**src/sv/bzp_pkg.sv**
```systemverilog
// bzp_pkg: shared types and constants of the cubic bezier thick pixel plotter
// frame size, register reset values, queue depth and the entry struct
// no dependencies
`default_nettype none

package bzp_pkg;

  // frame size in pixels
  localparam int FRAME_WIDTH  = 800;
  localparam int FRAME_HEIGHT = 600;

  // field widths
  localparam int T_W     = 17;
  localparam int COORD_W = 12;
  localparam int CHAN_W  = 8;
  localparam int REG_W   = 24;
  localparam int IDX_W   = 3;

  // t = 1.0 in Q1.16
  localparam logic [T_W-1:0] ONE_Q16 = 17'd65536;

  // queue between front and back end
  localparam int QDEPTH = 8;
  localparam int QPTR_W = $clog2(QDEPTH);
  localparam int QCNT_W = $clog2(QDEPTH + 1);

  // register reset values
  localparam logic [REG_W-1:0] RST_CTRL_PT0    = 24'd205300;
  localparam logic [REG_W-1:0] RST_CTRL_PT1    = 24'd1024050;
  localparam logic [REG_W-1:0] RST_CTRL_PT2    = 24'd2253350;
  localparam logic [REG_W-1:0] RST_CTRL_PT3    = 24'd3072100;
  localparam logic [REG_W-1:0] RST_COLOR_START = 24'd2278750;
  localparam logic [REG_W-1:0] RST_COLOR_END   = 24'd58879;

  // register indexes
  typedef enum logic [IDX_W-1:0] {
    CFG_CTRL_PT0    = 3'd0,
    CFG_CTRL_PT1    = 3'd1,
    CFG_CTRL_PT2    = 3'd2,
    CFG_CTRL_PT3    = 3'd3,
    CFG_COLOR_START = 3'd4,
    CFG_COLOR_END   = 3'd5
  } cfg_idx_t;

  // configuration as seen by the front end
  typedef struct packed {
    logic [3:0][REG_W-1:0] pt;
    logic [REG_W-1:0]      color_start;
    logic [REG_W-1:0]      color_end;
  } bzp_cfg_t;

  // one evaluated curve point, channel 2 red, 1 green, 0 blue
  typedef struct packed {
    logic [COORD_W-1:0]       cx;
    logic [COORD_W-1:0]       cy;
    logic [2:0][CHAN_W-1:0]   color;
    logic                     in_frame;
  } bzp_pt_t;

endpackage

`default_nettype wire

```
**src/sv/bzp_out_if.sv**
```systemverilog
// bzp_out_if: request channel carrying one pixel write
// depends on bzp_pkg
`default_nettype none

interface bzp_out_if import bzp_pkg::*; ();
  logic               valid;
  logic               ready;
  logic [COORD_W-1:0] pix_x;
  logic [COORD_W-1:0] pix_y;
  logic [CHAN_W-1:0]  red;
  logic [CHAN_W-1:0]  green;
  logic [CHAN_W-1:0]  blue;
  logic               last_write;

  modport source (output valid, output pix_x, output pix_y, output red, output green,
                  output blue, output last_write, input ready);
  modport sink (input valid, input pix_x, input pix_y, input red, input green,
                input blue, input last_write, output ready);
endinterface

`default_nettype wire

```
**src/sv/bzp_brush.sv**
```systemverilog
// bzp_brush: back end walking the clipped 3x3 brush, one pixel write a cycle unless out_req stalls
// depends on bzp_pkg and bzp_out_if
`default_nettype none

module bzp_brush import bzp_pkg::*; (
  input  logic    clk,
  input  logic    rst_n,
  input  logic    head_valid,
  input  bzp_pt_t head_data,
  output logic    pop,
  bzp_out_if.source out_req
);

  logic                   busy_r;
  logic [COORD_W-1:0]     x_r, y_r, xhi_r, ylo_r, yhi_r;
  logic [2:0][CHAN_W-1:0] color_r;
  logic                   slot_free, emit, at_last;
  logic [COORD_W-1:0]     hx, hy, hxlo, hxhi, hylo, hyhi;

  logic                   ov_r;
  logic [COORD_W-1:0]     ox_r, oy_r;
  logic [2:0][CHAN_W-1:0] ocol_r;
  logic                   olast_r;

  assign slot_free = !ov_r || out_req.ready;
  assign emit      = busy_r && slot_free;
  assign at_last   = (x_r == xhi_r) && (y_r == yhi_r);
  assign pop       = head_valid && (!busy_r || (emit && at_last));

  // clipped brush bounds of the head entry
  assign hx   = head_data.cx;
  assign hy   = head_data.cy;
  assign hxlo = (hx == '0) ? hx : hx - 1'b1;
  assign hylo = (hy == '0) ? hy : hy - 1'b1;
  assign hxhi = (({1'b0, hx} + 13'd1) < 13'(FRAME_WIDTH)) ? hx + 1'b1 : hx;
  assign hyhi = (({1'b0, hy} + 13'd1) < 13'(FRAME_HEIGHT)) ? hy + 1'b1 : hy;

  always_ff @(posedge clk) begin
    if (!rst_n) begin
      busy_r <= 1'b0;
      ov_r   <= 1'b0;
    end else begin
      if (pop) begin
        busy_r <= head_data.in_frame;
      end else if (emit && at_last) begin
        busy_r <= 1'b0;
      end
      if (emit) begin
        ov_r <= 1'b1;
      end else if (out_req.ready) begin
        ov_r <= 1'b0;
      end
    end
  end

  always_ff @(posedge clk) begin
    if (pop) begin
      x_r     <= hxlo;
      y_r     <= hylo;
      xhi_r   <= hxhi;
      ylo_r   <= hylo;
      yhi_r   <= hyhi;
      color_r <= head_data.color;
    end else if (emit) begin
      // dy runs inside dx
      if (y_r == yhi_r) begin
        y_r <= ylo_r;
        x_r <= x_r + 1'b1;
      end else begin
        y_r <= y_r + 1'b1;
      end
    end
    if (emit) begin
      ox_r    <= x_r;
      oy_r    <= y_r;
      ocol_r  <= color_r;
      olast_r <= at_last;
    end
  end

  assign out_req.valid      = ov_r;
  assign out_req.pix_x      = ox_r;
  assign out_req.pix_y      = oy_r;
  assign out_req.red        = ocol_r[2];
  assign out_req.green      = ocol_r[1];
  assign out_req.blue       = ocol_r[0];
  assign out_req.last_write = olast_r;

  // every write lands inside the frame
  a_in_frame: assert property (@(posedge clk) disable iff (!rst_n)
    ov_r |-> (({1'b0, ox_r} < 13'(FRAME_WIDTH)) && ({1'b0, oy_r} < 13'(FRAME_HEIGHT))))
    else $error("bzp_brush: pixel write outside frame");

  // an in-frame point always starts a brush walk
  a_start: assert property (@(posedge clk) disable iff (!rst_n)
    (pop && head_data.in_frame) |=> busy_r)
    else $error("bzp_brush: in-frame point dropped");

endmodule

`default_nettype wire

```
**src/flat_wrapper.sv**
```systemverilog
// flat-port wrapper written by rule: the top's interface ports become plain ports
module bzp_brush_flat import bzp_pkg::*;
  (clk, rst_n, head_valid, head_data, pop, out_req_valid, out_req_pix_x, out_req_pix_y, out_req_red, out_req_green, out_req_blue, out_req_last_write, out_req_ready);
  bzp_out_if out_req_i ();
  input  logic clk;
  input  logic rst_n;
  input  logic head_valid;
  input  bzp_pt_t head_data;
  output logic pop;
  output wire logic [$bits(out_req_i.valid)-1:0] out_req_valid;
  output wire logic [$bits(out_req_i.pix_x)-1:0] out_req_pix_x;
  output wire logic [$bits(out_req_i.pix_y)-1:0] out_req_pix_y;
  output wire logic [$bits(out_req_i.red)-1:0] out_req_red;
  output wire logic [$bits(out_req_i.green)-1:0] out_req_green;
  output wire logic [$bits(out_req_i.blue)-1:0] out_req_blue;
  output wire logic [$bits(out_req_i.last_write)-1:0] out_req_last_write;
  input wire logic [$bits(out_req_i.ready)-1:0] out_req_ready;
  assign out_req_valid = out_req_i.valid;
  assign out_req_pix_x = out_req_i.pix_x;
  assign out_req_pix_y = out_req_i.pix_y;
  assign out_req_red = out_req_i.red;
  assign out_req_green = out_req_i.green;
  assign out_req_blue = out_req_i.blue;
  assign out_req_last_write = out_req_i.last_write;
  assign out_req_i.ready = out_req_ready;
  bzp_brush u_core (.clk(clk), .rst_n(rst_n), .head_valid(head_valid), .head_data(head_data), .pop(pop), .out_req(out_req_i));
endmodule
```
**config.mk**
```make
export PLATFORM = sky130hd
export DESIGN_NAME = bzp_brush_flat
export DESIGN_NICKNAME = d
export VERILOG_FILES = /design/src/sv/bzp_pkg.sv /design/src/sv/bzp_out_if.sv /design/src/sv/bzp_brush.sv /design/src/flat_wrapper.sv
export SDC_FILE = /design/constraint.sdc
export NUM_CORES = 1
export LEC_CHECK = 0
export BUFFER_PORTS_ARGS = -buffer_cell sky130_fd_sc_hd__buf_2
export CAP_MARGIN = 20
export CORE_MARGIN = 8
export CORE_UTILIZATION = 54
export DETAILED_ROUTE_END_ITERATION = 8
export GPL_TIMING_DRIVEN = 0
export PLACE_DENSITY_LB_ADDON = 0.08
export SETUP_SLACK_MARGIN = 0.2
export SYNTH_ARGS = -nofsm -noshare
export SYNTH_HDL_FRONTEND = slang
export SYNTH_SLANG_ARGS = --single-unit
```
**constraint.sdc**
```tcl
create_clock -name clk -period 5.1 [get_ports clk]
set_input_delay 0.51 -clock clk [delete_from_list [all_inputs] [get_ports clk]]
set_output_delay 0.51 -clock clk [all_outputs]
set_load 0.02 [all_outputs]
```
==> flow_summary.json <==
{
  "drive_gt1_share_pct": 24.5,
  "grt_usage_pct": 16.9,
  "holdWs_ns": 0.283,
  "dr.first_iter.drc_count": 312,
  "std_cell_rows": 40,
  "slew_headroom_pct": 44.4,
  "gp_congestion": 0.849,
  "cts-buffers-inserted": 17,
  "grt_max_degree": 71,
  "cts-root-buf": "clkbuf_16",
  "avgSynthCellArea_um2": 12.9,
  "worst_hold_path.endpoint": "u_core.color_r[18]",
  "cp-start-kind": "flip-flop",
  "num_antenna_cells": 0,
  "syn-num-nets": 561,
  "outcome": "complete, no violations",
  "min_from": "head_data[19]",
  "tightestPinTransition_ns": 0.834,
  "cp_num_buf_inv": 3,
  "grt_pass1_wl_um": 21100,
  "yosys.area.top_type_share_pct": 62.0,
  "netlist_top_cells_count": "133 x edfxtp_1, 42 x xor2_1, 39 x xnor2_1",
  "r2r_slack_ns": 1.47,
  "antenna_found_initial": 0,
  "min_path_type": "in2reg",
  "dp.final_hpwl_um": 9600,
  "drc": 0,
  "ys_top_cells_by_area": "edfxtp_1 62%, xor2_1 5.7%, xnor2_1 5.3%, nand3_1 2.3%, nor2_1 2.1%",
  "dr_total_vias": 4211,
  "cts_buffer_depth": 2,
  "yosysTopAreaCell": "edfxtp_1",
  "h-tree-depth": 4,
  "cp_max_fo": 70,
  "leakage_nw": 2.98,
  "maxCapViolCount": 0,
  "synth.area.mux_share_pct": 2.50,
  "max_clock_freq_mhz": 249,
  "cp_top_family": "buffers and inverters",
  "clock_latency_ns": 0.40,
  "vdd_drop_max_uv": 237,
  "die_area_mm2": 0.0157,
  "worstPathRequired_ns": 4.59,
  "hold_buffers": 0,
  "synth_most_common_cell": "edfxtp_1",
  "synth-compound-area-share_pct": 5.90,
  "synthSimpleGateAreaFrac_pct": 13.3,
  "powerDensity_mw_per_mm2": 394,
  "critPathKind": "reg2out",
  "critPathCaptureType": "primary output",
  "max_stage_delay_ns": 0.76,
  "port_buffers": 95,
  "grt_pass1_vias": 4113,
  "synth_flop_cell": "edfxtp_1",
  "cp_data_arrival_time_ns": 3.51,
  "fin_tns_setup_ns": 0,
  "drt-vias-per-instance": 5.43,
  "crit_chain": "xor2_1 -> nor4_1 -> nand3_1 -> buf_4 -> o32ai_4 -> buf_4 -> buf_2",
  "syn_inst": 500,
  "yosys.area_share.adder_pct": 1.55,
  "gr-total-overflow": 0,
  "wirelength_um": 13200,
  "wl_per_cell_um": 17.0,
  "fp.dieH_um": 125,
  "finalHoldViolCount": 0,
  "dr.pass1.iters": 5,
  "rr_endpoint": "u_core.x_r[4]",
  "yosys_warnings": 0,
  "async_reset_ff_share_pct": 0,
  "syn_area_mm2": 0.00644,
  "setup_viol": 0,
  "die_width_um": 125,
  "worstReg2RegStart": "u_core.y_r[8]",
  "hold-path-cell-count": 1,
  "tritoncts": "built",
  "worst_r2r_path_depth": 7,
  "clk_pin_slew_ns": 0.05,
  "cts_resized": 0,
  "yosysSeqAreaShare_pct": 62.6,
  "post-route-min-period_ns": 4.02,
  "cpMaxStageDelayCell": "buf_4",
  "crit_top_cell": "buf_4",
  "synth_top_family_by_area": "simple AND/OR/NAND/NOR gates",
  "final_max_slew_viol_count": 0,
  "area_delta_synth_final_pct": 21.1,
  "yosysUniqueCellTypes": 50,
  "fin_crit_sh_pct": 78.9,
  "io_pins": 104,
  "start_util_pct": 54.6,
  "synth_xor_area_share_pct": 11.0,
  "synth-edff-count": 133,
  "cts_setup_buffers": 0,
  "ant_nets": 0,
  "final_nets": 676,
  "fill_cells": 909,
  "cts_sinks": 135,
  "rsz0062_at_grt": "no",
  "fin_skew_ns": 0.00753,
  "ys_seq_elements": 135,
  "core-area_mm2": 0.0118
}
[worst max-delay path by stage]
stage                             start             end  cells past startpoint
after global placement    u_core.y_r[8]  u_core.x_r[11]                      7
after global routing      u_core.y_r[8]             pop                      7
after floorplan           u_core.y_r[6]   u_core.x_r[0]                      7
final                     u_core.y_r[8]             pop                      7
after CTS                 u_core.y_r[8]             pop                      7
after detailed placement  u_core.y_r[4]  u_core.x_r[11]                      7
[area by class of cell]
class | count | area [um^2] | share of cell area [%]
clock buffer | 17 | 425 | 5.45
timing repair buffer | 96 | 495 | 6.35
sequential | 135 | 4030 | 51.7
clock inverter | 15 | 255 | 3.27
tap | 147 | 184 | 2.36
buffer | 26 | 146 | 1.88
inverter | 14 | 52.6 | 0.673
multi-input combinational | 325 | 2210 | 28.3
[cell usage in the layout (no fill, tap or decap), drive strengths merged, types with 2 or more instances in the layout]
cell	instances
a21o	10
clkinvlp	2
nand4	14
nand4b	2
ha	8
bufinv	7
a211o	2
nand2	30
xnor2	39
a21boi	4
edfxtp	133
a31oi	2
clkinv	5
buf	112
inv	15
a21oi	17
or2	2
nor3b	3
mux2	6
o21ai	16
nor2b	3
and2	6
nor4b	2
nor2	36
nand3	30
mux2i	9
or3	3
clkbuf	27
and4	3
nor4	11
dfxtp	2
nor3	7
and3	7
xor2	42
[layer usage]
layer / track usage (%) / up-vias / share of wire [%]
li1: - / 2066 / -
met1: 22.9 / 1985 / 47
met2: 25.5 / 151 / 46
met3: 4.21 / 9 / 6.1
met4: 6.81 / 0 / 0.95
met5: 0 / - / 0
[cell families (layout without fill, tap and decap cells)]
family,after synthesis,after routing
compound gates,58,58
xor+xnor,81,81
fa+ha+maj,8,8
buf+inv,40,168
flops,135,135
mux,15,15
simple gates,163,163
[power breakdown]
part / switching, mW / total [mW] / internal [mW]
Clock: 0.424 / 1.38 / 0.960
Combinational: 0.187 / 0.307 / 0.120
Sequential: 0.0556 / 1.38 / 1.33
Total: 0.667 / 3.07 / 2.41
[through the flow]
| stage | instance area, um^2 | setup WS, ns | utilization, % | power [mW] | instances |
|---|---|---|---|---|---|
| floorplan | 6440 | 2.09 | - | 1.60 | 500 |
| global placement | 7100 | 1.50 | 60.1 | 1.70 | 742 |
| detailed placement | 7120 | 1.43 | 60.3 | 1.71 | 743 |
| CTS | 7800 | 1.02 | 66.1 | 3.10 | 775 |
| global route | 7800 | 0.761 | 66.1 | 3.17 | 775 |
| finish | 7800 | 1.08 | 66.1 | 3.07 | 775 |
[flip-flops by register name, summed over array words and instances (netlist names)]
name / cells
u_core.out_req.red: 8
u_core.yhi_r: 12
u_core.out_req.blue: 8
u_core.xhi_r: 12
u_core.out_req.pix_y: 12
u_core.out_req.last_write: 1
u_core.ylo_r: 12
u_core.out_req.green: 8
u_core.busy_r: 1
u_core.out_req.pix_x: 12
u_core.color_r: 24
u_core.y_r: 12
u_core.out_req.valid: 1
u_core.x_r: 12
Note: power is estimated with default switching activity, not from simulation.
