## config.mk

```make
export PLATFORM = sky130hd
export DESIGN_NAME = bzp_fifo
export DESIGN_NICKNAME = d
export VERILOG_FILES = /design/src/sv/bzp_pkg.sv /design/src/sv/bzp_fifo.sv
export SDC_FILE = /design/constraint.sdc
export NUM_CORES = 1
export LEC_CHECK = 0
export BUFFER_PORTS_ARGS = -buffer_cell sky130_fd_sc_hd__buf_4
export CORE_ASPECT_RATIO = 0.8
export CORE_MARGIN = 8
export CORE_UTILIZATION = 30
export CTS_CLUSTER_SIZE = 25
export DETAILED_ROUTE_END_ITERATION = 8
export GPL_TIMING_DRIVEN = 0
export MAX_ROUTING_LAYER = met4
export SETUP_SLACK_MARGIN = 0.5
export SLEW_MARGIN = 20
export SYNTH_ARGS = -nofsm -noshare
export SYNTH_HDL_FRONTEND = slang
export SYNTH_SLANG_ARGS = --single-unit
```

## constraint.sdc

```tcl
create_clock -name clk -period 6.77 [get_ports clk]
set_clock_uncertainty 0.1 [all_clocks]
set_input_delay 0.3385 -clock clk [delete_from_list [all_inputs] [get_ports clk]]
set_output_delay 0.3385 -clock clk [all_outputs]
set_load 0.01 [all_outputs]
```

## src/sv/bzp_pkg.sv

```systemverilog
// bzp_pkg: shared types and constants of the cubic bezier thick pixel plotter
// frame size, register reset values, queue depth and the entry struct
// no dependencies
`default_nettype none

package bzp_pkg;

  // frame size in pixels
  localparam int FRAME_WIDTH  = 800;
  localparam int FRAME_HEIGHT = 600;

  // field widths
  localparam int T_W     = 17;
  localparam int COORD_W = 12;
  localparam int CHAN_W  = 8;
  localparam int REG_W   = 24;
  localparam int IDX_W   = 3;

  // t = 1.0 in Q1.16
  localparam logic [T_W-1:0] ONE_Q16 = 17'd65536;

  // queue between front and back end
  localparam int QDEPTH = 8;
  localparam int QPTR_W = $clog2(QDEPTH);
  localparam int QCNT_W = $clog2(QDEPTH + 1);

  // register reset values
  localparam logic [REG_W-1:0] RST_CTRL_PT0    = 24'd205300;
  localparam logic [REG_W-1:0] RST_CTRL_PT1    = 24'd1024050;
  localparam logic [REG_W-1:0] RST_CTRL_PT2    = 24'd2253350;
  localparam logic [REG_W-1:0] RST_CTRL_PT3    = 24'd3072100;
  localparam logic [REG_W-1:0] RST_COLOR_START = 24'd2278750;
  localparam logic [REG_W-1:0] RST_COLOR_END   = 24'd58879;

  // register indexes
  typedef enum logic [IDX_W-1:0] {
    CFG_CTRL_PT0    = 3'd0,
    CFG_CTRL_PT1    = 3'd1,
    CFG_CTRL_PT2    = 3'd2,
    CFG_CTRL_PT3    = 3'd3,
    CFG_COLOR_START = 3'd4,
    CFG_COLOR_END   = 3'd5
  } cfg_idx_t;

  // configuration as seen by the front end
  typedef struct packed {
    logic [3:0][REG_W-1:0] pt;
    logic [REG_W-1:0]      color_start;
    logic [REG_W-1:0]      color_end;
  } bzp_cfg_t;

  // one evaluated curve point, channel 2 red, 1 green, 0 blue
  typedef struct packed {
    logic [COORD_W-1:0]       cx;
    logic [COORD_W-1:0]       cy;
    logic [2:0][CHAN_W-1:0]   color;
    logic                     in_frame;
  } bzp_pt_t;

endpackage

`default_nettype wire

```

## src/sv/bzp_fifo.sv

```systemverilog
// bzp_fifo: short queue of evaluated points between front and back end
// depends on bzp_pkg
`default_nettype none

module bzp_fifo import bzp_pkg::*; (
  input  logic    clk,
  input  logic    rst_n,
  input  logic    push,
  input  bzp_pt_t push_data,
  input  logic    pop,
  output logic    head_valid,
  output bzp_pt_t head_data
);

  bzp_pt_t             mem_r [QDEPTH];
  logic [QPTR_W-1:0]   wr_ptr_r, rd_ptr_r;
  logic [QCNT_W-1:0]   count_r, count_nxt;
  bzp_pt_t             head_r;
  logic                head_valid_r;
  logic                slot_free, take_mem, take_push, mem_push;

  // head register refills from the store, or straight from push when the store is empty
  assign slot_free = !head_valid_r || pop;
  assign take_mem  = slot_free && (count_r != '0);
  assign take_push = slot_free && (count_r == '0) && push;
  assign mem_push  = push && !take_push;

  always_comb begin
    count_nxt = count_r;
    if (mem_push && !take_mem) begin
      count_nxt = count_r + 1'b1;
    end else if (take_mem && !mem_push) begin
      count_nxt = count_r - 1'b1;
    end
  end

  always_ff @(posedge clk) begin
    if (!rst_n) begin
      wr_ptr_r     <= '0;
      rd_ptr_r     <= '0;
      count_r      <= '0;
      head_valid_r <= 1'b0;
    end else begin
      if (mem_push) begin
        wr_ptr_r <= wr_ptr_r + 1'b1;
      end
      if (take_mem) begin
        rd_ptr_r <= rd_ptr_r + 1'b1;
      end
      count_r <= count_nxt;
      if (slot_free) begin
        head_valid_r <= take_mem || take_push;
      end
    end
  end

  always_ff @(posedge clk) begin
    if (mem_push) begin
      mem_r[wr_ptr_r] <= push_data;
    end
    if (take_mem) begin
      head_r <= mem_r[rd_ptr_r];
    end else if (take_push) begin
      head_r <= push_data;
    end
  end

  assign head_valid = head_valid_r;
  assign head_data  = head_r;

  // credit scheme upstream must never overrun the queue
  a_no_overflow: assert property (@(posedge clk) disable iff (!rst_n)
    !(mem_push && (count_r == QCNT_W'(QDEPTH))))
    else $error("bzp_fifo: push into full queue");

  a_no_underflow: assert property (@(posedge clk) disable iff (!rst_n)
    pop |-> head_valid_r)
    else $error("bzp_fifo: pop from empty queue");

endmodule

`default_nettype wire

```

==> flow_summary.json, run 1 <==
{
  "initial_core_util_pct": 30.1,
  "layout_commonest_cell": "edfxtp_1",
  "drv_slew": 0,
  "fin_ws_ns": 3.87,
  "grt_pass1_wl_um": 57900,
  "sequentialPowerShare_pct": 43.8,
  "r2r_start": "count_r[0]",
  "setup_viol": 0,
  "area_delta_synth_final_pct": 24.5,
  "synth_area_per_cell_um2": 21.6,
  "min-delay-start": "pop",
  "drv_cap": 0,
  "synth_top_family_by_area": "multiplexers",
  "synthTopCellsByArea": "edfxtp_1, mux4_2, mux2i_1",
  "core_area_um2": 57700,
  "dpl.hpwl_um": 25400,
  "dieWidth_um": 285,
  "h-tree-depth": 2,
  "p_comb_share_pct": 27.7,
  "tightest_slew_ns": 0.950,
  "numClockSinks": 455,
  "synthSimpleGateAreaFrac_pct": 2.23,
  "critPathCaptureType": "register",
  "gp_congestion": 0.699,
  "required_ns": 6.96,
  "grt_overflow_total": 0,
  "clock_latency_ns": 0.54,
  "drtIter0Drc": 753,
  "hold_depth": 3,
  "synth_enable_flop_cells": 441,
  "path_max_fanout": 8,
  "synth_compound_area_share_pct": 1.91,
  "rsz0062_at_grt": "no",
  "dpl_worst_slack_ns": 3.91,
  "ant_nets": 0,
  "holdPathEnd": "head_valid",
  "cts_tree": "done",
  "yosys_register_bits": 455,
  "final_nets": 1101,
  "ios": 103,
  "post-cts-setup-buffers": 0,
  "mostFrequentLayoutCells": "edfxtp_1, buf_4, mux4_2",
  "yosys.area.top_type": "edfxtp_1",
  "drive_above_1_share_pct": 31.4,
  "clockBufferDepth": 3,
  "worstSetupStartpointType": "register",
  "leakage_nw": 6.93,
  "outcome": "finished, final reports clean",
  "routed_via_density": 4.55,
  "yosysTopAreaCellShare_pct": 76.2,
  "synthAdderAreaFrac_pct": 0.403,
  "p_sw_mw": 2.40,
  "power_density_nw_per_um2": 391,
  "n_fill_cell": 5285,
  "internal_power_mw": 6.04,
  "synth_flop_cell": "edfxtp_1",
  "netlist_instances": 804,
  "min_period_over_period_pct": 42.8,
  "synth_mux_area_share_pct": 15.8,
  "syn-num-nets": 862,
  "grt_pass1_vias": 8943,
  "synth_cell_types": 37,
  "arrival_ns": 3.09,
  "die_h_um": 231,
  "hold_viol": 0,
  "cts_buffers": 44,
  "rows": 79,
  "antenna_found_initial": 5,
  "fin_crit_ns": 2.90,
  "yosys.area_share.xor_xnor_pct": 0.303,
  "cts_root_buf": "clkbuf_16",
  "worstReg2RegEnd": "mem_r[5][29]",
  "swShare_pct": 28.5,
  "wirelength_um": 38400,
  "synth_area_um2": 17400,
  "rrSetupSlack_ns": 3.87,
  "relSlewSlack_pct": 36.0,
  "grt_max_degree": 21,
  "r2r_cells": 6,
  "io_buffers": 101,
  "route.detailed.drc": 0,
  "synth_seq_area_share_pct": 77.9,
  "crit_type": "register to register",
  "dieArea_um2": 65900,
  "ir_worst_vdd_uv": 244,
  "drtPass1Iterations": 5,
  "grtUsageTotal_pct": 11.8,
  "clk_pin_slew_ns": 0.06,
  "async_flop_share_pct": 0,
  "yosysWarnings": 0,
  "max_freq_ghz": 0.345,
  "vias": 8415,
  "hold_class": "input pin to register",
  "wire_per_inst_um": 20.8,
  "holdWs_ns": 0.154,
  "pwr-share-clk_pct": 28.5
}
## power groups by stage
stage               combinational (mW)  clock [mW]  sequential (mW)
floorplan                         1.30           0             3.83
global placement                  2.21           0             3.81
detailed placement                2.38           0             3.77
CTS                               2.41        2.47             3.71
global route                      2.55        2.59             3.74
finish                            2.34        2.41             3.70
## synthesized netlist by cell type, types with 2 or more instances
master    instances
and2_1            5
o21ai_0           4
edfxtp_1        441
buf_2             7
ha_1              4
a21oi_1          50
xnor2_1           5
nand2b_1          2
a21o_1            2
mux4_2           98
clkbuf_1         20
buf_6             2
buf_4             9
nor2_1           55
a21boi_0          2
nor3_1            4
mux2i_1          53
nand2_1           4
nor2b_1           3
dfxtp_1          14
buf_12            3
nand3_1           2
## per-stage QoR
step / cells / setup TNS [ns] / cell area (µm²) / total power [mW] / utilization, %
floorplan: 804 / 0 / 17400 / 5.13 / -
finish: 1848 / 0 / 21600 / 8.45 / 37.5
global route: 1848 / 0 / 21600 / 8.87 / 37.5
detailed placement: 1716 / 0 / 19700 / 6.15 / 34.1
global placement: 1674 / -333.39 / 19100 / 6.03 / 33.1
CTS: 1843 / 0 / 21600 / 8.59 / 37.4
## cells by family (layout without fill, tap and decap cells)
logic type,Yosys count,in the layout
compound gates,61,61
buf+inv,43,313
other cells,0,5
flops,455,455
mux,151,151
xor+xnor,6,6
fa+ha+maj,5,5
simple gates,83,83
## per-layer routing
layer  GRT usage [%]  vias up  wire, µm
li1                -     3791         -
met1            15.4     4399     17000
met2            19.0      177     18800
met3            2.80       48      1990
met4            2.23        0       543
met5               -        -         0
## worst max-delay path, stage by stage (launching register included)
cell and delay [ns]:
dfxtp_1 0.38, or4_4 0.58, o21ai_0 0.77, nor3_2 0.19, buf_4 0.24, buf_4 0.19
buf_4 0.18
## sequential cells by signal, summed over array words and instances, names as in the netlist, named ones only
name / count
count_r: 4
head_data: 49
head_valid: 1
mem_r: 392
rd_ptr_r: 3
wr_ptr_r: 3
## worst max path at each step
stage | startpoint | to | slack [ns] | depth (start not counted)
after floorplan | head_valid | mem_r[5][0] | 1.85 | 4
after global placement | pop | mem_r[5][36] | -1.74 | 5
after detailed placement | count_r[0] | mem_r[5][26] | 3.91 | 6
after CTS | count_r[0] | mem_r[5][29] | 3.87 | 6
after global routing | count_r[0] | mem_r[5][34] | 3.80 | 6
final | count_r[0] | mem_r[5][29] | 3.87 | 6
## cell type report
type | instances | area, µm² | area share, %
clock inverters | 15 | 148 | 0.683
clock buffers | 62 | 1250 | 5.79
plain buffers | 42 | 264 | 1.22
flip-flops and latches | 455 | 13500 | 62.5
repair buffers | 193 | 1820 | 8.42
inverters | 1 | 3.75 | 0.0174
diodes | 5 | 12.5 | 0.0579
well taps | 769 | 962 | 4.45
multi-input cells | 306 | 3640 | 16.8
## timing repair
item | CTS | global route
setup endpoints to repair | 0 | 0
resized for setup | 0 | 0
hold buffers | 50 | 0
endpoints found under the hold margin | 394 | 0
Power figures use the tool's default switching activity.
==> run 2: changes to the inputs <==
Settings changed: ABC_AREA set to 1.
Clock period 6.77 ns to 2.7 ns, I/O delays scaled along.
==> flow_summary.json, run 2 <==
{
  "yosysTopAreaCellShare_pct": 72.8,
  "clockBufferDepth": 3,
  "hold_class": "input pin to register",
  "r2r_cells": 9,
  "path_max_fanout": 15,
  "ant_nets": 0,
  "cpPeakStageDelay_ns": 0.40,
  "setup_viol": 0,
  "fin_setup_tns_ns": 0,
  "dpl.hpwl_um": 31900,
  "outcome": "finished, final reports clean",
  "holdWs_ns": 0.255,
  "ios": 103,
  "hold_viol": 0,
  "mostFrequentLayoutCells": "edfxtp_1, nand2_1, nor2_1",
  "power_density_nw_per_um2": 1000,
  "regMostFlops": "mem_r",
  "drv_cap": 0,
  "dieWidth_um": 291,
  "io_buffers": 101,
  "relSlewSlack_pct": 51.7,
  "wirelength_um": 48700,
  "dieArea_um2": 68900,
  "multi_input_area_um2": 4050,
  "worstPathBufferInverterCount": 4,
  "crit_top_cell": "buf_16",
  "synthTopCellsByCount": "edfxtp_1, nand2_1, nor2_1",
  "yosys.area.top_type": "edfxtp_1",
  "worstSetupStartpointType": "register",
  "netlist_instances": 1515,
  "synth_area_um2": 18200,
  "place_area_um2": 20500,
  "wire_per_inst_um": 19.0,
  "gp_congestion": 0.777,
  "synth_area_per_cell_um2": 12.0,
  "die_h_um": 236,
  "largest_reg_flops": 392,
  "rows": 80,
  "cts_root_buf": "clkbuf_16",
  "tightest_slew_ns": 0.725,
  "routed_via_density": 4.72,
  "clk_pin_slew_ns": 0.06,
  "final-seq-area_um2": 13500,
  "h-tree-depth": 2,
  "required_ns": 2.87,
  "synth_flop_cell": "edfxtp_1",
  "drtIter0Drc": 1336,
  "path_cells": "nand2_2 -> nand3_1 -> nand2_1 -> inv_2 -> nand2_4 -> nor2_4 -> buf_16 -> buf_16 -> buf_16",
  "drive_above_1_share_pct": 15.7,
  "fin_crit_ns": 2.09,
  "initial_core_util_pct": 30.4,
  "yosys_register_bits": 455,
  "syn-num-nets": 1573,
  "ir_worst_vdd_uv": 498,
  "final_nets": 1809,
  "final_util_pct": 37.9,
  "layout_commonest_cell": "edfxtp_1",
  "critPathCaptureType": "register",
  "leakage_nw": 8.44,
  "vias": 12100,
  "slowest_stage": "dfxtp_1",
  "path_delay_family": "buffers and inverters",
  "min_period_over_period_pct": 77.4,
  "synth_seq_area_share_pct": 74.3,
  "cts_tree": "done",
  "n_fill_cell": 5655,
  "synthTopCellsByArea": "edfxtp_1, nand2_1, nor2_1",
  "grt_overflow_total": 0,
  "fin_area_um2": 22700,
  "cts_buffers": 44,
  "synth_cell_types": 22,
  "clock_latency_ns": 0.56,
  "numClockSinks": 455,
  "synth_enable_flop_cells": 441,
  "async_flop_share_pct": 0,
  "area_delta_synth_final_pct": 24.5,
  "arrival_ns": 2.26,
  "dpl_worst_slack_ns": 0.107,
  "drv_slew": 0,
  "grt_max_degree": 28,
  "hold_depth": 2,
  "grt_pass1_wl_um": 73800,
  "path_depth": 9,
  "grt_pass1_vias": 12000,
  "max_freq_ghz": 0.478,
  "rsz0062_at_grt": "yes",
  "route.detailed.drc": 0,
  "grtUsageTotal_pct": 14.2,
  "synth.most_common_cell": "edfxtp_1",
  "yosysWarnings": 0,
  "core_area_um2": 59900,
  "drtPass1Iterations": 6,
  "fin_ws_ns": 0.609,
  "crit_type": "register to register",
  "antenna_found_initial": 4
}
[run 2: cell count changes after synthesis, moves of 34 or more]
cell | previous run | this run
mux4_2 | 98 | 0
inv_1 | 1 | 64
nand3_1 | 2 | 152
buf_2 | 7 | 51
o211ai_1 | 0 | 40
mux2i_1 | 53 | 0
nor2_1 | 55 | 219
a21oi_1 | 50 | 16
nand2_1 | 4 | 357
o21ai_0 | 4 | 113
[run 2: path summary, 6_finish.rpt]
kind         slack [ns]           end          start
max                0.61  mem_r[4][23]     head_valid
min                0.26  mem_r[5][43]  push_data[43]
max reg2reg        0.61  mem_r[4][23]     head_valid
min reg2reg        0.40      register    rd_ptr_r[1]
[run 2: cell families after synthesis]
kind of cell             count (synthesis)  share of synthesized area, %
AND/OR/NAND/NOR                        730                          16.1
flip-flops                             455                          74.3
AO/OA/AOI/OAI                          170                          5.22
buffers and inverters                  153                          3.88
adder cells (fa/ha/maj)                  5                         0.385
XOR/XNOR                                 2                        0.0963
[run 2: layout make-up]
type	count	share of cell area [%]
clock buffer	56	5.29
multi-input combinational	907	17.9
clock inverter	24	1.12
inverter	67	1.12
timing repair buffer	190	8.58
sequential	455	59.7
tap	779	4.30
antenna	4	0.0442
buffer	86	2.02
[run 2: power breakdown]
group	switching [mW]	total [mW]	internal, mW
Combinational	4.89	7.37	2.49
Clock	2.63	6.26	3.63
Sequential	0.264	9.09	8.82
Total	7.78	22.7	14.9
[run 2: what timing repair did]
item | in CTS | in global routing
endpoints found under the setup margin | 293 | 184
gates resized for setup | 1 | 9
endpoints found under the hold margin | 454 | 0
gates cloned | 0 | 0
pin swaps | 6 | 1
hold buffers | 53 | 0
setup buffers | 14 | 3
[run 2: per-layer routing]
metal	up-vias	track usage, %	share of wire (%)
met5	-	-	0
met4	0	2.91	1.5
met3	57	3.29	8.4
met2	463	21.2	44
met1	5849	19.8	46
li1	5744	-	-
[run 2: through the flow]
step	std cells	total power, mW
3_3_place_gp	2395	16.2
6_report	2568	22.7
4_1_cts	2561	22.9
3_5_place_dp	2414	16.5
5_1_grt	2568	24.0
2_1_floorplan	1515	13.4
[run 2: worst register-to-register path, delay by kind of cell, from the launching register on]
kind                   cells  cell delay [ns]
buffers and inverters      4             0.67
DFF                        1             0.40
and+or+nand+nor            5             0.64
==> run 3: changes to the inputs <==
Clock period 2.7 ns to 2.2 ns, I/O delays scaled along.
==> flow_summary.json, run 3 (same netlist as run 2, synthesis figures left out) <==
{
  "core_area_um2": 59900,
  "layout_commonest_cell": "edfxtp_1",
  "io_buffers": 101,
  "outcome": "finished, final reports clean",
  "wire_per_inst_um": 19.5,
  "initial_core_util_pct": 30.4,
  "power_density_nw_per_um2": 1200,
  "rsz0062_at_grt": "yes",
  "fin_crit_ns": 1.74,
  "route.detailed.drc": 0,
  "cts_tree": "done",
  "slowest_stage": "dfxtp_4",
  "cts_root_buf": "clkbuf_16",
  "crit_type": "register to register",
  "final_nets": 1848,
  "p_sw_mw": 9.69,
  "worstSetupStartpointType": "register",
  "min_period_over_period_pct": 79.2,
  "max_freq_ghz": 0.574,
  "die_h_um": 236,
  "regMostFlops": "mem_r",
  "ir_worst_vdd_uv": 617,
  "path_max_fanout": 17,
  "h-tree-depth": 2,
  "drtIter0Drc": 1144,
  "area_delta_synth_final_pct": 29.8,
  "pwr-share-clk_pct": 25.4,
  "r2r_cells": 9,
  "dieWidth_um": 291,
  "clock_latency_ns": 0.55,
  "vias": 12300,
  "setup_viol": 0,
  "numClockSinks": 455,
  "path_cells": "nand2_8 -> nand3_4 -> nand2_4 -> inv_8 -> nand2_8 -> buf_12 -> nor2_4 -> buf_12 -> buf_16",
  "sequentialPowerShare_pct": 39.4,
  "rrSetupSlack_ns": 0.46,
  "hold_depth": 6,
  "gp_congestion": 0.762,
  "drive_above_1_share_pct": 19.5,
  "mostFrequentLayoutCells": "edfxtp_1, nand2_1, nor2_1",
  "place_area_um2": 20500,
  "required_ns": 2.35,
  "min-delay-start": "pop",
  "drtPass1Iterations": 5,
  "drv_slew": 0,
  "internal_power_mw": 18.7,
  "hold_viol": 0,
  "clk_pin_slew_ns": 0.06,
  "leakage_nw": 8.84,
  "ios": 103,
  "routed_via_density": 4.73,
  "ant_nets": 0,
  "place_inst": 2412,
  "cts_buffers": 43,
  "cpPeakStageDelay_ns": 0.39,
  "fin_area_um2": 23600,
  "dieArea_um2": 68900,
  "drv_cap": 0,
  "tightest_slew_ns": 0.571,
  "grt_pass1_wl_um": 74700,
  "swShare_pct": 34.1,
  "largest_reg_flops": 392,
  "wirelength_um": 50900,
  "rows": 80,
  "hold_class": "input pin to register",
  "critPathCaptureType": "register",
  "relSlewSlack_pct": 62.0,
  "grt_overflow_total": 0,
  "grt_pass1_vias": 12200,
  "p_comb_share_pct": 35.2,
  "startpoint": "head_valid",
  "grtUsageTotal_pct": 14.4,
  "r2r_start": "head_valid",
  "dpl.hpwl_um": 31700,
  "layout.cells.non_filler": 2604,
  "antenna_found_initial": 3,
  "arrival_ns": 1.89,
  "grt_max_degree": 29,
  "clockBufferDepth": 3
}
[run 3: changes by cell type in the layout (fill, tap and decap cells not counted), moves of 12 or more]
| cell | change |
|---|---|
| buf_2 | -30 |
| buf_4 | +25 |
| clkbuf_1 | -12 |
| buf_12 | +12 |
| nand3_1 | -12 |
| clkbuf_4 | +12 |
[run 3: final timing paths]
check | endpoint
max | mem_r[3][33]
min reg2reg | register
min | count_r[3]
max reg2reg | mem_r[3][33]
[run 3: metal layers]
layer  up-vias  track usage (%)  wire length, µm
met2       497             21.7            22500
met4         0             2.76              869
met3        67             3.14             4710
met1      5908             20.1            22900
li1       5847                -                -
met5         -                -                0
[run 3: power groups by stage]
stage	Clock, mW	Sequential (mW)	Combinational [mW]
2_1_floorplan	0	11.5	4.93
3_3_place_gp	0	11.4	8.45
3_5_place_dp	0	11.4	8.71
4_1_cts	7.36	11.2	9.43
5_1_grt	7.68	11.3	11.0
6_report	7.21	11.2	10.0
[run 3: repair_timing]
item | in CTS | in global routing
endpoints found under the hold margin | 453 | 1
setup buffers | 35 | 4
cloned | 6 | 10
hold buffers | 56 | 1
pin swaps | 9 | 17
gates resized for setup | 84 | 89
endpoints found under the setup margin | 479 | 277
[run 3: worst max-delay path, delay by kind of cell (launching register included)]
kind	cells	cell delay, ns
and+or+nand+nor	5	0.38
DFF	1	0.39
buffers and inverters	4	0.56
[run 3: metrics by stage]
stage	hold WS, ns	power, mW	worst slack (ns)	setup TNS, ns	util, %
5_1_grt	0.0679	29.9	0.417	0	39.5
2_1_floorplan	0.109	16.5	0.158	0	-
4_1_cts	-0.166	28.0	0.463	0	38.6
3_3_place_gp	0.253	19.8	-0.523	-208.63	33.5
6_report	0.0254	28.4	0.457	0	39.5
3_5_place_dp	0.260	20.1	-0.0207	-0.0207	34.2
[run 3: area by class of cell]
cell class | count | area (µm²)
timing repair buffer | 229 | 2560
tap | 779 | 975
multi-input combinational | 907 | 4230
antenna | 2 | 5.00
buffer | 86 | 693
clock buffer | 57 | 1170
inverter | 67 | 273
sequential | 455 | 13500
timing repair inverter | 1 | 7.51
fill | 5607 | 36200
clock inverter | 21 | 166
